[src/rtl/sst_pkg.sv]
// Shared types, token codes and character-class functions of the tokenizer.
// No dependencies; used by the scanner, the result queue, the top level and the checker.
package sst_pkg;

   localparam int unsigned POSITION_BITS_DEF = 16;
   localparam int unsigned MAX_RESULTS = 3;

   typedef logic [4:0] kind_type;

   localparam kind_type KIND_NUM     = 5'd0;
   localparam kind_type KIND_ID      = 5'd1;
   localparam kind_type KIND_KW_INT  = 5'd2;
   localparam kind_type KIND_STRLIT  = 5'd5;
   localparam kind_type KIND_NEWLINE = 5'd6;
   localparam kind_type KIND_EQUAL   = 5'd7;
   localparam kind_type KIND_SEMI    = 5'd8;
   localparam kind_type KIND_LPAREN  = 5'd9;
   localparam kind_type KIND_RPAREN  = 5'd10;
   localparam kind_type KIND_LESS    = 5'd11;
   localparam kind_type KIND_GREATER = 5'd12;
   localparam kind_type KIND_SLASH   = 5'd13;
   localparam kind_type KIND_BSLASH  = 5'd14;
   localparam kind_type KIND_PLUS    = 5'd15;
   localparam kind_type KIND_MINUS   = 5'd16;
   localparam kind_type KIND_STAR    = 5'd17;
   localparam kind_type KIND_END     = 5'd18;
   localparam kind_type KIND_BAD     = 5'd19;
   localparam kind_type KIND_UNTERM  = 5'd20;

   localparam logic [7:0] CH_NEWLINE = 8'h0A;
   localparam logic [7:0] CH_QUOTE   = 8'h22;
   localparam logic [7:0] CH_NUL     = 8'h00;

   localparam logic [15:0] FIELD_MAX = 16'hFFFF;

   // Keyword spellings: int, string, sout.  Rows are padded with NUL.
   localparam logic [7:0] KW_TEXT [3][8] = '{
      '{"i", "n", "t", 8'h00, 8'h00, 8'h00, 8'h00, 8'h00},
      '{"s", "t", "r", "i", "n", "g", 8'h00, 8'h00},
      '{"s", "o", "u", "t", 8'h00, 8'h00, 8'h00, 8'h00}
   };
   localparam logic [15:0] KW_LEN [3] = '{16'd3, 16'd6, 16'd4};

   typedef struct packed {
      kind_type    kind;
      logic [15:0] start;
      logic [15:0] length;
      logic        last;
   } token_rec_type;

   typedef struct packed {
      logic                                load;
      logic [1:0]                          count;
      token_rec_type [MAX_RESULTS-1:0]     rec;
   } scan_load_type;

   function automatic logic is_digit(input logic [7:0] c);
      return (c >= "0") && (c <= "9");
   endfunction

   function automatic logic is_alpha(input logic [7:0] c);
      return ((c >= "a") && (c <= "z")) || ((c >= "A") && (c <= "Z"));
   endfunction

   // Space, TAB, VT, FF and CR.
   function automatic logic is_blank(input logic [7:0] c);
      return (c == 8'h20) || (c == 8'h09) || (c == 8'h0B) || (c == 8'h0C) || (c == 8'h0D);
   endfunction

   // Kind of a one-byte punctuator; a byte that is no punctuator maps to KIND_BAD.
   function automatic kind_type punct_kind(input logic [7:0] c);
      kind_type k;
      unique case (c)
         "=":     k = KIND_EQUAL;
         ";":     k = KIND_SEMI;
         "(":     k = KIND_LPAREN;
         ")":     k = KIND_RPAREN;
         "<":     k = KIND_LESS;
         ">":     k = KIND_GREATER;
         "/":     k = KIND_SLASH;
         8'h5C:   k = KIND_BSLASH;
         "+":     k = KIND_PLUS;
         "-":     k = KIND_MINUS;
         "*":     k = KIND_STAR;
         default: k = KIND_BAD;
      endcase
      return k;
   endfunction

   // Drops every keyword that the character at offset plen rules out.
   function automatic logic [2:0] kw_track(input logic [2:0] kc, input logic [15:0] plen,
                                           input logic [7:0] c);
      logic [2:0] r;
      r = kc;
      for (int k = 0; k < 3; k++) begin
         if (kc[k] && ((plen >= KW_LEN[k]) || (KW_TEXT[k][plen[2:0]] != c))) begin
            r[k] = 1'b0;
         end
      end
      return r;
   endfunction

   function automatic kind_type id_kind(input logic [2:0] kc, input logic [15:0] plen);
      kind_type k;
      k = KIND_ID;
      for (int i = 0; i < 3; i++) begin
         if (kc[i] && (plen == KW_LEN[i])) begin
            k = KIND_KW_INT + kind_type'(i);
         end
      end
      return k;
   endfunction

   function automatic logic [15:0] len_inc(input logic [15:0] x);
      return (x == FIELD_MAX) ? x : x + 16'd1;
   endfunction

endpackage

[src/rtl/sst_req_if.sv]
// Input channel of the tokenizer: one source byte per transaction.
// No dependencies.
interface sst_req_if;
   logic       valid;
   logic       ready;
   logic [7:0] text_byte;
   logic       is_final;

   modport source (output valid, output text_byte, output is_final, input ready);
   modport sink   (input valid, input text_byte, input is_final, output ready);
endinterface

[src/rtl/sst_rsp_if.sv]
// Result channel of the tokenizer: one token record per transaction.
// No dependencies.
interface sst_rsp_if;
   logic        valid;
   logic        ready;
   logic [4:0]  token_kind;
   logic [15:0] token_start;
   logic [15:0] token_length;
   logic        run_last;

   modport source (output valid, output token_kind, output token_start, output token_length,
                   output run_last, input ready);
   modport sink   (input valid, input token_kind, input token_start, input token_length,
                   input run_last, output ready);
endinterface

[src/rtl/sst_scan.sv]
// Scanner state and the single-pass logic that turns one byte into up to three records.
// Depends on sst_pkg.
module sst_scan #(
   parameter int unsigned POSITION_BITS = sst_pkg::POSITION_BITS_DEF
) (
   input  logic                  clock,
   input  logic                  reset,
   input  logic                  accept,
   input  logic [7:0]            text_byte,
   input  logic                  is_final,
   output sst_pkg::scan_load_type load
);
   import sst_pkg::*;

   typedef enum logic [2:0] {
      MODE_IDLE,
      MODE_NUM,
      MODE_ID,
      MODE_STR,
      MODE_HALT
   } mode_type;

   localparam logic [POSITION_BITS-1:0] POS_MAX = '1;

   mode_type                 mode_ff, mode_in;
   logic [POSITION_BITS-1:0] pos_ff, pos_in;
   logic [15:0]              pstart_ff, pstart_in;
   logic [15:0]              plen_ff, plen_in;
   logic [2:0]               kc_ff, kc_in;

   logic [32:0]              pos_w;
   logic [32:0]              pos1_w;
   logic [15:0]              pos16;
   logic [15:0]              pos16_next;
   token_rec_type [MAX_RESULTS-1:0] rec_c;
   logic [1:0]               n_c;
   logic                     idle_go;
   kind_type                 pk;

   function automatic token_rec_type mk(input kind_type k, input logic [15:0] s,
                                        input logic [15:0] l);
      token_rec_type r;
      r.kind   = k;
      r.start  = s;
      r.length = l;
      r.last   = 1'b0;
      return r;
   endfunction

   // Offsets go out on 16 bits and stick at the top instead of wrapping.
   assign pos_w      = 33'(pos_ff);
   assign pos1_w     = pos_w + 33'd1;
   assign pos16      = (pos_w  > 33'h0FFFF) ? FIELD_MAX : pos_w[15:0];
   assign pos16_next = (pos1_w > 33'h0FFFF) ? FIELD_MAX : pos1_w[15:0];
   assign pk         = punct_kind(text_byte);

   always_comb begin
      mode_in   = mode_ff;
      pos_in    = pos_ff;
      pstart_in = pstart_ff;
      plen_in   = plen_ff;
      kc_in     = kc_ff;
      rec_c     = '0;
      n_c       = 2'd0;
      idle_go   = 1'b0;

      unique case (mode_ff)
         MODE_NUM: begin
            if (is_digit(text_byte)) begin
               plen_in = len_inc(plen_ff);
            end else begin
               rec_c[n_c] = mk(KIND_NUM, pstart_ff, plen_ff);
               n_c        = n_c + 2'd1;
               mode_in    = MODE_IDLE;
               idle_go    = 1'b1;
            end
         end
         MODE_ID: begin
            if (is_digit(text_byte) || is_alpha(text_byte)) begin
               kc_in   = kw_track(kc_ff, plen_ff, text_byte);
               plen_in = len_inc(plen_ff);
            end else begin
               rec_c[n_c] = mk(id_kind(kc_ff, plen_ff), pstart_ff, plen_ff);
               n_c        = n_c + 2'd1;
               mode_in    = MODE_IDLE;
               idle_go    = 1'b1;
            end
         end
         MODE_STR: begin
            priority if (text_byte == CH_QUOTE) begin
               rec_c[n_c] = mk(KIND_STRLIT, pstart_ff, plen_ff);
               n_c        = n_c + 2'd1;
               mode_in    = MODE_IDLE;
            end else if (text_byte == CH_NUL) begin
               rec_c[n_c] = mk(KIND_UNTERM, pstart_ff, plen_ff);
               n_c        = n_c + 2'd1;
               rec_c[n_c] = mk(KIND_END, pos16, 16'd0);
               n_c        = n_c + 2'd1;
               mode_in    = MODE_HALT;
            end else begin
               plen_in = len_inc(plen_ff);
            end
         end
         MODE_IDLE: begin
            idle_go = 1'b1;
         end
         default: begin
            mode_in = MODE_HALT;
         end
      endcase

      // A byte that ends a number or identifier is scanned again as a fresh byte.
      if (idle_go) begin
         priority if (is_blank(text_byte)) begin
            mode_in = MODE_IDLE;
         end else if (is_digit(text_byte)) begin
            mode_in   = MODE_NUM;
            pstart_in = pos16;
            plen_in   = 16'd1;
         end else if (is_alpha(text_byte)) begin
            mode_in   = MODE_ID;
            pstart_in = pos16;
            plen_in   = 16'd1;
            kc_in     = kw_track(3'b111, 16'd0, text_byte);
         end else if (text_byte == CH_QUOTE) begin
            mode_in   = MODE_STR;
            pstart_in = pos16_next;
            plen_in   = 16'd0;
         end else if (text_byte == CH_NEWLINE) begin
            rec_c[n_c] = mk(KIND_NEWLINE, pos16, 16'd1);
            n_c        = n_c + 2'd1;
         end else if (text_byte == CH_NUL) begin
            rec_c[n_c] = mk(KIND_END, pos16, 16'd0);
            n_c        = n_c + 2'd1;
            mode_in    = MODE_HALT;
         end else begin
            rec_c[n_c] = mk(pk, pos16, 16'd1);
            n_c        = n_c + 2'd1;
            if (pk == KIND_BAD) begin
               mode_in = MODE_HALT;
            end
         end
      end

      if (is_final) begin
         priority if (mode_in == MODE_NUM) begin
            rec_c[n_c] = mk(KIND_NUM, pstart_in, plen_in);
            n_c        = n_c + 2'd1;
         end else if (mode_in == MODE_ID) begin
            rec_c[n_c] = mk(id_kind(kc_in, plen_in), pstart_in, plen_in);
            n_c        = n_c + 2'd1;
         end else if (mode_in == MODE_STR) begin
            rec_c[n_c] = mk(KIND_UNTERM, pstart_in, plen_in);
            n_c        = n_c + 2'd1;
         end else begin
            n_c = n_c;
         end
         if (mode_in != MODE_HALT) begin
            rec_c[n_c] = mk(KIND_END, pos16, 16'd0);
            n_c        = n_c + 2'd1;
         end
         mode_in   = MODE_IDLE;
         pos_in    = '0;
         pstart_in = 16'd0;
         plen_in   = 16'd0;
         kc_in     = 3'b111;
      end else if (pos_ff != POS_MAX) begin
         pos_in = pos_ff + POSITION_BITS'(1);
      end

      for (int i = 0; i < MAX_RESULTS; i++) begin
         rec_c[i].last = (2'(i) == (n_c - 2'd1));
      end
   end

   always_ff @(posedge clock) begin
      if (reset) begin
         mode_ff   <= MODE_IDLE;
         pos_ff    <= '0;
         pstart_ff <= 16'd0;
         plen_ff   <= 16'd0;
         kc_ff     <= 3'b111;
      end else if (accept) begin
         mode_ff   <= mode_in;
         pos_ff    <= pos_in;
         pstart_ff <= pstart_in;
         plen_ff   <= plen_in;
         kc_ff     <= kc_in;
      end
   end

   assign load.load  = accept;
   assign load.count = n_c;
   assign load.rec   = rec_c;

endmodule

[src/rtl/sst_rspq.sv]
// Result register bank: holds the records of one byte and hands them out one per transaction.
// Depends on sst_pkg.
module sst_rspq (
   input  logic                   clock,
   input  logic                   reset,
   input  sst_pkg::scan_load_type load,
   input  logic                   rsp_ready,
   output logic                   can_load,
   output logic                   rsp_valid,
   output sst_pkg::token_rec_type rsp_rec
);
   import sst_pkg::*;

   logic [1:0]                      cnt_ff, cnt_in;
   token_rec_type [MAX_RESULTS-1:0] buf_ff, buf_in;
   logic                            pop;

   assign rsp_valid = (cnt_ff != 2'd0);
   assign rsp_rec   = buf_ff[0];
   assign pop       = rsp_valid && rsp_ready;
   // A new byte may enter when the bank is empty or its last record leaves this cycle.
   assign can_load  = (cnt_ff == 2'd0) || ((cnt_ff == 2'd1) && rsp_ready);

   always_comb begin
      cnt_in = cnt_ff;
      buf_in = buf_ff;
      if (load.load) begin
         cnt_in = load.count;
         buf_in = load.rec;
      end else if (pop) begin
         cnt_in = cnt_ff - 2'd1;
         for (int i = 0; i < MAX_RESULTS - 1; i++) begin
            buf_in[i] = buf_ff[i + 1];
         end
      end
   end

   always_ff @(posedge clock) begin
      if (reset) begin
         cnt_ff <= 2'd0;
      end else begin
         cnt_ff <= cnt_in;
      end
   end

   always_ff @(posedge clock) begin
      buf_ff <= buf_in;
   end

endmodule

[src/rtl/source_text_tokenizer.sv]
// Byte-serial source text tokenizer.  One byte of text is taken per req_ch transaction and
// scanned in the same cycle; the records it produces (none, one, two or three) are loaded
// into a three-entry result bank and leave one per rsp_ch transaction, each with run_last
// set on the final record of its byte.  While rsp_ch is ready, text whose bytes yield at
// most one record each streams at one byte per cycle; a byte that yields more records
// holds the input until all but its last record have left, because the single result port
// drains the bank one record per cycle while rsp_ch is ready and the next byte enters while
// the last record is being taken.  A NUL or an unknown byte halts the text until the byte
// marked is_final, after which offsets restart at zero.  Offsets and lengths saturate at 65535.
// Depends on sst_pkg, sst_req_if, sst_rsp_if, sst_scan and sst_rspq.
module source_text_tokenizer #(
   parameter int unsigned POSITION_BITS = sst_pkg::POSITION_BITS_DEF
) (
   input  logic          clock,
   input  logic          reset,
   sst_req_if.sink       req_ch,
   sst_rsp_if.source     rsp_ch
);
   import sst_pkg::*;

   scan_load_type load;
   token_rec_type rsp_rec;
   logic          can_load;
   logic          accept;

   assign req_ch.ready = can_load;
   assign accept       = req_ch.valid && can_load;

   sst_scan #(
      .POSITION_BITS(POSITION_BITS)
   ) u_scan (
      .clock     (clock),
      .reset     (reset),
      .accept    (accept),
      .text_byte (req_ch.text_byte),
      .is_final  (req_ch.is_final),
      .load      (load)
   );

   sst_rspq u_rspq (
      .clock     (clock),
      .reset     (reset),
      .load      (load),
      .rsp_ready (rsp_ch.ready),
      .can_load  (can_load),
      .rsp_valid (rsp_ch.valid),
      .rsp_rec   (rsp_rec)
   );

   assign rsp_ch.token_kind   = rsp_rec.kind;
   assign rsp_ch.token_start  = rsp_rec.start;
   assign rsp_ch.token_length = rsp_rec.length;
   assign rsp_ch.run_last     = rsp_rec.last;

endmodule

[src/flat_wrapper.sv]
// flat-port wrapper written by rule: the top's interface ports become plain ports
module source_text_tokenizer_flat import sst_pkg::*;
#(
   parameter int unsigned POSITION_BITS = sst_pkg::POSITION_BITS_DEF
)
  (clock, reset, req_ch_valid, req_ch_text_byte, req_ch_is_final, req_ch_ready, rsp_ch_valid, rsp_ch_token_kind, rsp_ch_token_start, rsp_ch_token_length, rsp_ch_run_last, rsp_ch_ready);
  sst_req_if req_ch_i ();
  sst_rsp_if rsp_ch_i ();
  input  logic clock;
  input  logic reset;
  input wire logic [$bits(req_ch_i.valid)-1:0] req_ch_valid;
  input wire logic [$bits(req_ch_i.text_byte)-1:0] req_ch_text_byte;
  input wire logic [$bits(req_ch_i.is_final)-1:0] req_ch_is_final;
  output wire logic [$bits(req_ch_i.ready)-1:0] req_ch_ready;
  output wire logic [$bits(rsp_ch_i.valid)-1:0] rsp_ch_valid;
  output wire logic [$bits(rsp_ch_i.token_kind)-1:0] rsp_ch_token_kind;
  output wire logic [$bits(rsp_ch_i.token_start)-1:0] rsp_ch_token_start;
  output wire logic [$bits(rsp_ch_i.token_length)-1:0] rsp_ch_token_length;
  output wire logic [$bits(rsp_ch_i.run_last)-1:0] rsp_ch_run_last;
  input wire logic [$bits(rsp_ch_i.ready)-1:0] rsp_ch_ready;
  assign req_ch_i.valid = req_ch_valid;
  assign req_ch_i.text_byte = req_ch_text_byte;
  assign req_ch_i.is_final = req_ch_is_final;
  assign req_ch_ready = req_ch_i.ready;
  assign rsp_ch_valid = rsp_ch_i.valid;
  assign rsp_ch_token_kind = rsp_ch_i.token_kind;
  assign rsp_ch_token_start = rsp_ch_i.token_start;
  assign rsp_ch_token_length = rsp_ch_i.token_length;
  assign rsp_ch_run_last = rsp_ch_i.run_last;
  assign rsp_ch_i.ready = rsp_ch_ready;
  source_text_tokenizer #(.POSITION_BITS(POSITION_BITS)) u_core (.clock(clock), .reset(reset), .req_ch(req_ch_i), .rsp_ch(rsp_ch_i));
endmodule
[config.mk]
export PLATFORM = sky130hd
export DESIGN_NAME = source_text_tokenizer_flat
export DESIGN_NICKNAME = d
export VERILOG_FILES = /design/src/rtl/sst_pkg.sv /design/src/rtl/sst_req_if.sv /design/src/rtl/sst_rsp_if.sv /design/src/rtl/sst_scan.sv /design/src/rtl/sst_rspq.sv /design/src/rtl/source_text_tokenizer.sv /design/src/flat_wrapper.sv
export SDC_FILE = /design/constraint.sdc
export NUM_CORES = 1
export LEC_CHECK = 0
export BUFFER_PORTS_ARGS = -buffer_cell sky130_fd_sc_hd__buf_2
export CORE_MARGIN = 2
export CORE_UTILIZATION = 54
export CTS_CLUSTER_DIAMETER = 40
export DETAILED_ROUTE_END_ITERATION = 10
export HOLD_SLACK_MARGIN = 0.06
export PLACE_DENSITY = 0.74
export SYNTH_ARGS = -nofsm -noshare
export SYNTH_HDL_FRONTEND = slang
export SYNTH_SLANG_ARGS = --single-unit
[constraint.sdc]
create_clock -name clock -period 5.3 [get_ports clock]
set_input_delay 1.06 -clock clock [delete_from_list [all_inputs] [get_ports clock]]
set_output_delay 1.06 -clock clock [all_outputs]
set_load 0.01 [all_outputs]
## After elaboration in Yosys (flattened, before gate mapping)

Memories as Yosys holds them, arrays and structs flattened.
Index checks and enable logic that the tools add are counted.

| storage, ports and cells | value |
|---|---|
| register bits after elaboration | 170 |
| memory bits (read-only) | 192 |
| input port bits | 13 |
| output and inout bits | 40 |
| logic and storage cells | 246 |
| memories kept | 3 |

Memories:

| memory | words | bits a word | read ports | clocked after memory_dff | wr ports | RTL line | text |
|---|---|---|---|---|---|---|---|
| (name not given) | 8 | 8 | 1 | 0 | 0 | sst_pkg.sv:96 | `if (kc[k] && ((plen >= KW_LEN[k]) \|\| (KW_TEXT[k][plen[2:0]] != c))) begin` |
| (name not given) | 8 | 8 | 1 | 0 | 0 | sst_pkg.sv:96 |  |
| (name not given) | 8 | 8 | 1 | 0 | 0 | sst_pkg.sv:96 |  |

| cells by class | value |
|---|---|
| add/sub/neg operators | 8 |
| $lt $le $gt $ge | 18 |
| equality and inequality tests | 42 |
| multiplexer cells | 120 |
| bitwise logic cells | 1 |
| reductions and logical operators | 36 |

Operator list:

| kind | count |
|---|---|
| 2-to-1 mux 114 bit | 13 |
| bitwise mux 114 bit | 7 |
| 2-to-1 mux 16 bit | 21 |
| 2-to-1 mux 38 bit | 7 |
| demux 38 bit (select 2 bit) | 3 |
| 2-to-1 mux 76 bit | 3 |
| case mux 38 bit (3 select lines) | 1 |
| == test 8 x 6 -> 1 bit, second input constant | 12 |
| == test 16 x 3 -> 1 bit, second input constant | 4 |
| 2-to-1 mux 3 bit | 20 |
| case mux 5 bit (11 select lines) | 1 |
| 2-to-1 mux 8 bit | 6 |
| case mux 16 bit (3 select lines) | 1 |
| == test 8 x 4 -> 1 bit, second input constant | 5 |
| 2-to-1 mux 5 bit | 7 |
| 2-to-1 mux 2 bit | 17 |
| greater-than comparator 33 x 16 -> 1 bit, second input constant | 1 |
| 2-to-1 mux 33 bit | 1 |
| adder 16 x 1 -> 16 bit, second input constant | 2 |
| == test 16 x 2 -> 1 bit, second input constant | 2 |
| greater-or-equal comparator 16 x 3 -> 1 bit, second input constant | 2 |
| != test 8 bit | 3 |
| logical AND 1 bit | 18 |
| adder 16 x 1 -> 17 bit, second input constant | 1 |
| 33 further kinds | 67 |

## Logic depth before layout (Yosys ltp)

| depth | value |
|---|---|
| depth after elaboration | 29 |
| depth in mapped cells | 20 |

## Modules after synthesis

Synthesis repeated with hierarchy kept, for this count alone.

| unflattened totals | value |
|---|---|
| cell total of the unflattened synthesis | 1,274 |
| area total of the unflattened synthesis | 11,462.2 sq um |

Modules (own cells, without submodules):

| module | instances | cells an instance | area an instance (sq um) |
|---|---|---|---|
| sst_scan | 1 | 1,017 | 6,652.6 |
| sst_rspq | 1 | 256 | 4,803.4 |
| source_text_tokenizer | 1 | 1 | 6.3 |

## Least setup slack after synthesis

No wires, ideal clock.

| path | value |
|---|---|
| path type | input -> register |
| start | in req_ch_text_byte[0] |
| end | reg u_core.u_rspq.buf_ff[66] (netlist name), data pin |
| library setup time | 262 ps |
| data arrival time | 5,144 ps |
| path slack | -106 ps |
| stages | 20 |
| path buffers | 3 |
| path through | buf_6 -> or4_4 -> o221a_4 -> buf_6 -> nor2_1 -> a2bb2oi_1 -> nor2_1 -> inv_1 -> ha_1 -> a21oi_1 -> ha_1 -> a21oi_1 -> ha_1 -> nand2_1 -> a211oi_1 -> nor2_4 -> nor4b_4 -> buf_4 -> a222oi_1 -> inv_1 |

RTL lines:

| item | RTL line | text |
|---|---|---|
| start, declared | flat_wrapper.sv:12 | `input wire logic [$bits(req_ch_i.text_byte)-1:0] req_ch_text_byte;` |
| end signal, assigned | sst_rspq.sv:47 | `buf_ff <= buf_in;` |
| end, declared | sst_rspq.sv:15 | `token_rec_type [MAX_RESULTS-1:0] buf_ff, buf_in;` |

==> flow_summary.ini <==
[status]
status = finished clean

[run]
maxCapViolCount = 0

[floorplanning]
initial_utilization_pct = 55.4
die_w_um = 152
floorplan.rows = 53
die-area_um2 = 23000
fp.dieH_um = 152
core_area_um2 = 21200
num_io_pins = 53

[synthesis]
synth_flop_cell = edfxtp_1
synth-edff-count = 114
ys_async_sr_fraction_pct = 0
syn_inst = 1315
synth_nets = 1349
syn_area_per_cell_um2 = 8.94
synth_area_um2 = 11800
seq_area_frac_synth_pct = 38.6
yosysWarnings = 0
ys_ff_latch = 170
synthDistinctLibCells = 100

[power]
seqPwrFrac_pct = 44.5
p_int_mw = 2.71
p_leak_nw = 4.46
switchingPower_mw = 1.39
p_per_area_nw_per_um2 = 325
clockPowerShare_pct = 30.1
max-vdd-ir-drop_mv = 0.241
swShare_pct = 33.9
pwr-share-comb_pct = 25.4

[setup_path]
slowest_delay_ns = 0.80
path_cells = buf_2 > or4_4 > o221a_4 > nor2_1 > a2bb2oi_1 > nor2_1 > inv_1 > ha_1 > a21oi_1 > ha_1 > a21oi_1 > ha_1 > nand2_1 > a211oi_2 > nor2_4 > nor4b_4 > buf_4 > a22o_1
path_delay_family = simple AND/OR/NAND/NOR gates
cp-end-kind = flop
crit_arrival_ns = 5.06
worstPathMaxFanout = 14
worstSetupStartpointType = input pin
critical_path_buf_inv_count = 3
critPathSlowestCell = nor4b_4
crit_type = in2reg
path_common_cell = ha_1
required_ns = 5.60

[sta]
finalHoldViolCount = 0
finalMaxSlewViolations = 0
setup_tns_ns = 0
holdWs_ns = 0.510
rsz0062_at_grt = false
fin_crit_ns = 4.76
setup_viol = 0
timing.fmax_mhz = 210
skew_ns = 0.0112
worst_pin_slew_ns = 1.10
setup_slack_ns = 0.542
max_slew_margin_pct = 26.3
min_period_over_period_pct = 89.8

[global_route]
overflow = 0
grt_pass1_vias = 9986
grt_max_degree = 78
grt_use_met3_pct = 6.50
grt_use_total_pct = 31.2
grt_busiest_layer = met2
use_met1_pct = 45.9
antenna_found_initial = 0
grt_pass1_wl_um = 55600
grtUsageMet2_pct = 45.9

[route]
drt_iter0_markers = 1286
via_per_inst = 6.84
firstDrtPassIters = 6
antenna_left = 0
num_vias = 10800
wl_per_cell_um = 22.3
routed_wl_um = 35300
drc = 0

[cts]
ctsRootBufferMaster = clkbuf_16
post_cts_buffers = 0
cts.clk_slew.worst_paths_ns = 0.07
cts-resized-gates = 0
htreeDepth = 4
cts_tree = built
hold_buffers = 0
clock-sinks = 170
cts_inserted_buffers = 17
clockBufferDepth = 2
clk_latency_ns = 0.44

[placement]
gp_congestion = 0.971
hpwl_um = 24300
place_ws_ns = 0.216
io_buffers = 52

[layout]
syn2layout_area_growth_pct = 7.27
drive_above_1_share_pct = 15.7
nNetsFinal = 1328
final_core_util_pct = 59.4
layout_common_cells = 116 x nor2_1, 114 x edfxtp_1, 110 x nand2_1, 85 x a22oi_1, 63 x a21oi_1
final_common_cell = nor2_1
diodes = 0

[hold_path]
worstHoldPathType = reg2reg
power by group through the flow:
stage | registers [mW] | clock network, mW | logic (mW)
2_1_floorplan | 1.82 | 0 | 0.801
3_3_place_gp | 1.84 | 0 | 1.01
3_5_place_dp | 1.85 | 0 | 1.02
4_1_cts | 1.82 | 1.24 | 1.03
5_1_grt | 1.85 | 1.29 | 1.14
6_report | 1.82 | 1.23 | 1.04
Yosys cell counts, types with 7 or more instances:
cell         n  area (µm²)
xnor2_1     17         149
a22oi_1     85         638
o22ai_1     26         163
nor3_1      32         160
and2_1      13        81.3
nand4_1     11        68.8
a21oi_1     63         315
buf_6        8        90.1
ha_1        21         263
xor2_1      13         114
o31ai_1      8        60.1
a2bb2oi_1    7        61.3
inv_1       39         146
nand2_1    111         417
and3_1      14        87.6
o211ai_1     7        52.6
o21a_1       7        52.6
clkbuf_1    73         274
a31oi_1     11        68.8
nor2_1     117         439
edfxtp_1   114        3420
or3_1       11        68.8
dfxtp_1     56        1120
o221ai_1     8        70.1
o21ai_0     60         300
a22o_1      45         394
a221oi_1    11        96.3
nor4_1      16         100
buf_4       40         300
nand3_1     35         175
buf_2       24         120
nand2b_1    17         106
a211oi_1    14         105
nor2b_1     16         100
a222oi_1    12         120
o21ai_1     17        85.1
path summary, 6_finish.rpt:
check | startpoint | to | slack [ns] | cells past startpoint
max | req_ch_text_byte[0] | u_core.u_rspq.buf_ff[47] | 0.54 | 18
min | u_core.u_rspq.cnt_ff[1] | u_core.u_rspq.cnt_ff[1] | 0.51 | 2
max reg2reg | u_core.u_scan.mode_ff[1] | u_core.u_rspq.buf_ff[47] | 1.24 | 16
min reg2reg | u_core.u_rspq.cnt_ff[1] | u_core.u_rspq.cnt_ff[1] | 0.51 | 2
cells by family (layout without fill, tap and decap cells):
| kind of cell | after synthesis | after routing | synth area share [%] |
|---|---|---|---|
| xor+xnor | 30 | 30 | 2.23 |
| simple gates | 432 | 432 | 18.8 |
| fa+ha+maj | 21 | 21 | 2.23 |
| compound gates | 463 | 463 | 29.2 |
| buf+inv | 190 | 182 | 8.11 |
| mux | 9 | 9 | 0.798 |
| flops | 170 | 170 | 38.6 |
flip-flops by register name, summed over array words and instances (netlist names):
signal                   cells
u_core.u_rspq.buf_ff        76
u_core.u_rspq.cnt_ff         2
u_core.u_rspq.rsp_rec       38
u_core.u_scan.kc_ff          3
u_core.u_scan.mode_ff        3
u_core.u_scan.plen_ff       16
u_core.u_scan.pos_ff        16
u_core.u_scan.pstart_ff     16
worst register-to-register path: stages (launching register included):
cell and delay [ns]:
dfxtp_1 0.47, a221oi_1 0.37, a21oi_1 0.09, a2bb2oi_1 0.16, nor2_1 0.13, inv_1 0.08
ha_1 0.28, a21oi_1 0.08, ha_1 0.29, a21oi_1 0.10, ha_1 0.22, nand2_1 0.12
a211oi_2 0.08, nor2_4 0.11, nor4b_4 0.80, buf_4 0.37, a22o_1 0.17
area by class of cell:
| type | count | area [µm²] |
|---|---|---|
| clock buffer | 17 | 425 |
| clock inverter | 15 | 149 |
| fill | 1861 | 8610 |
| inverter | 40 | 151 |
| multi-input combinational | 955 | 6290 |
| sequential | 170 | 4540 |
| tap | 275 | 344 |
| timing repair buffer | 110 | 708 |
routing by layer:
metal / vias up / part of all wire [%]
li1: 4945 / -
met1: 5138 / 43
met2: 668 / 44
met3: 72 / 10
met4: 0 / 2.7
met5: - / 0
stage by stage:
step / total power [mW] / area (µm²) / cells
global route: 4.27 / 12600 / 1582
detailed placement: 2.87 / 12000 / 1550
CTS: 4.09 / 12600 / 1582
floorplan: 2.62 / 11800 / 1315
global placement: 2.85 / 12000 / 1550
finish: 4.10 / 12600 / 1582
No activity file was read; power rests on OpenSTA's default activity.
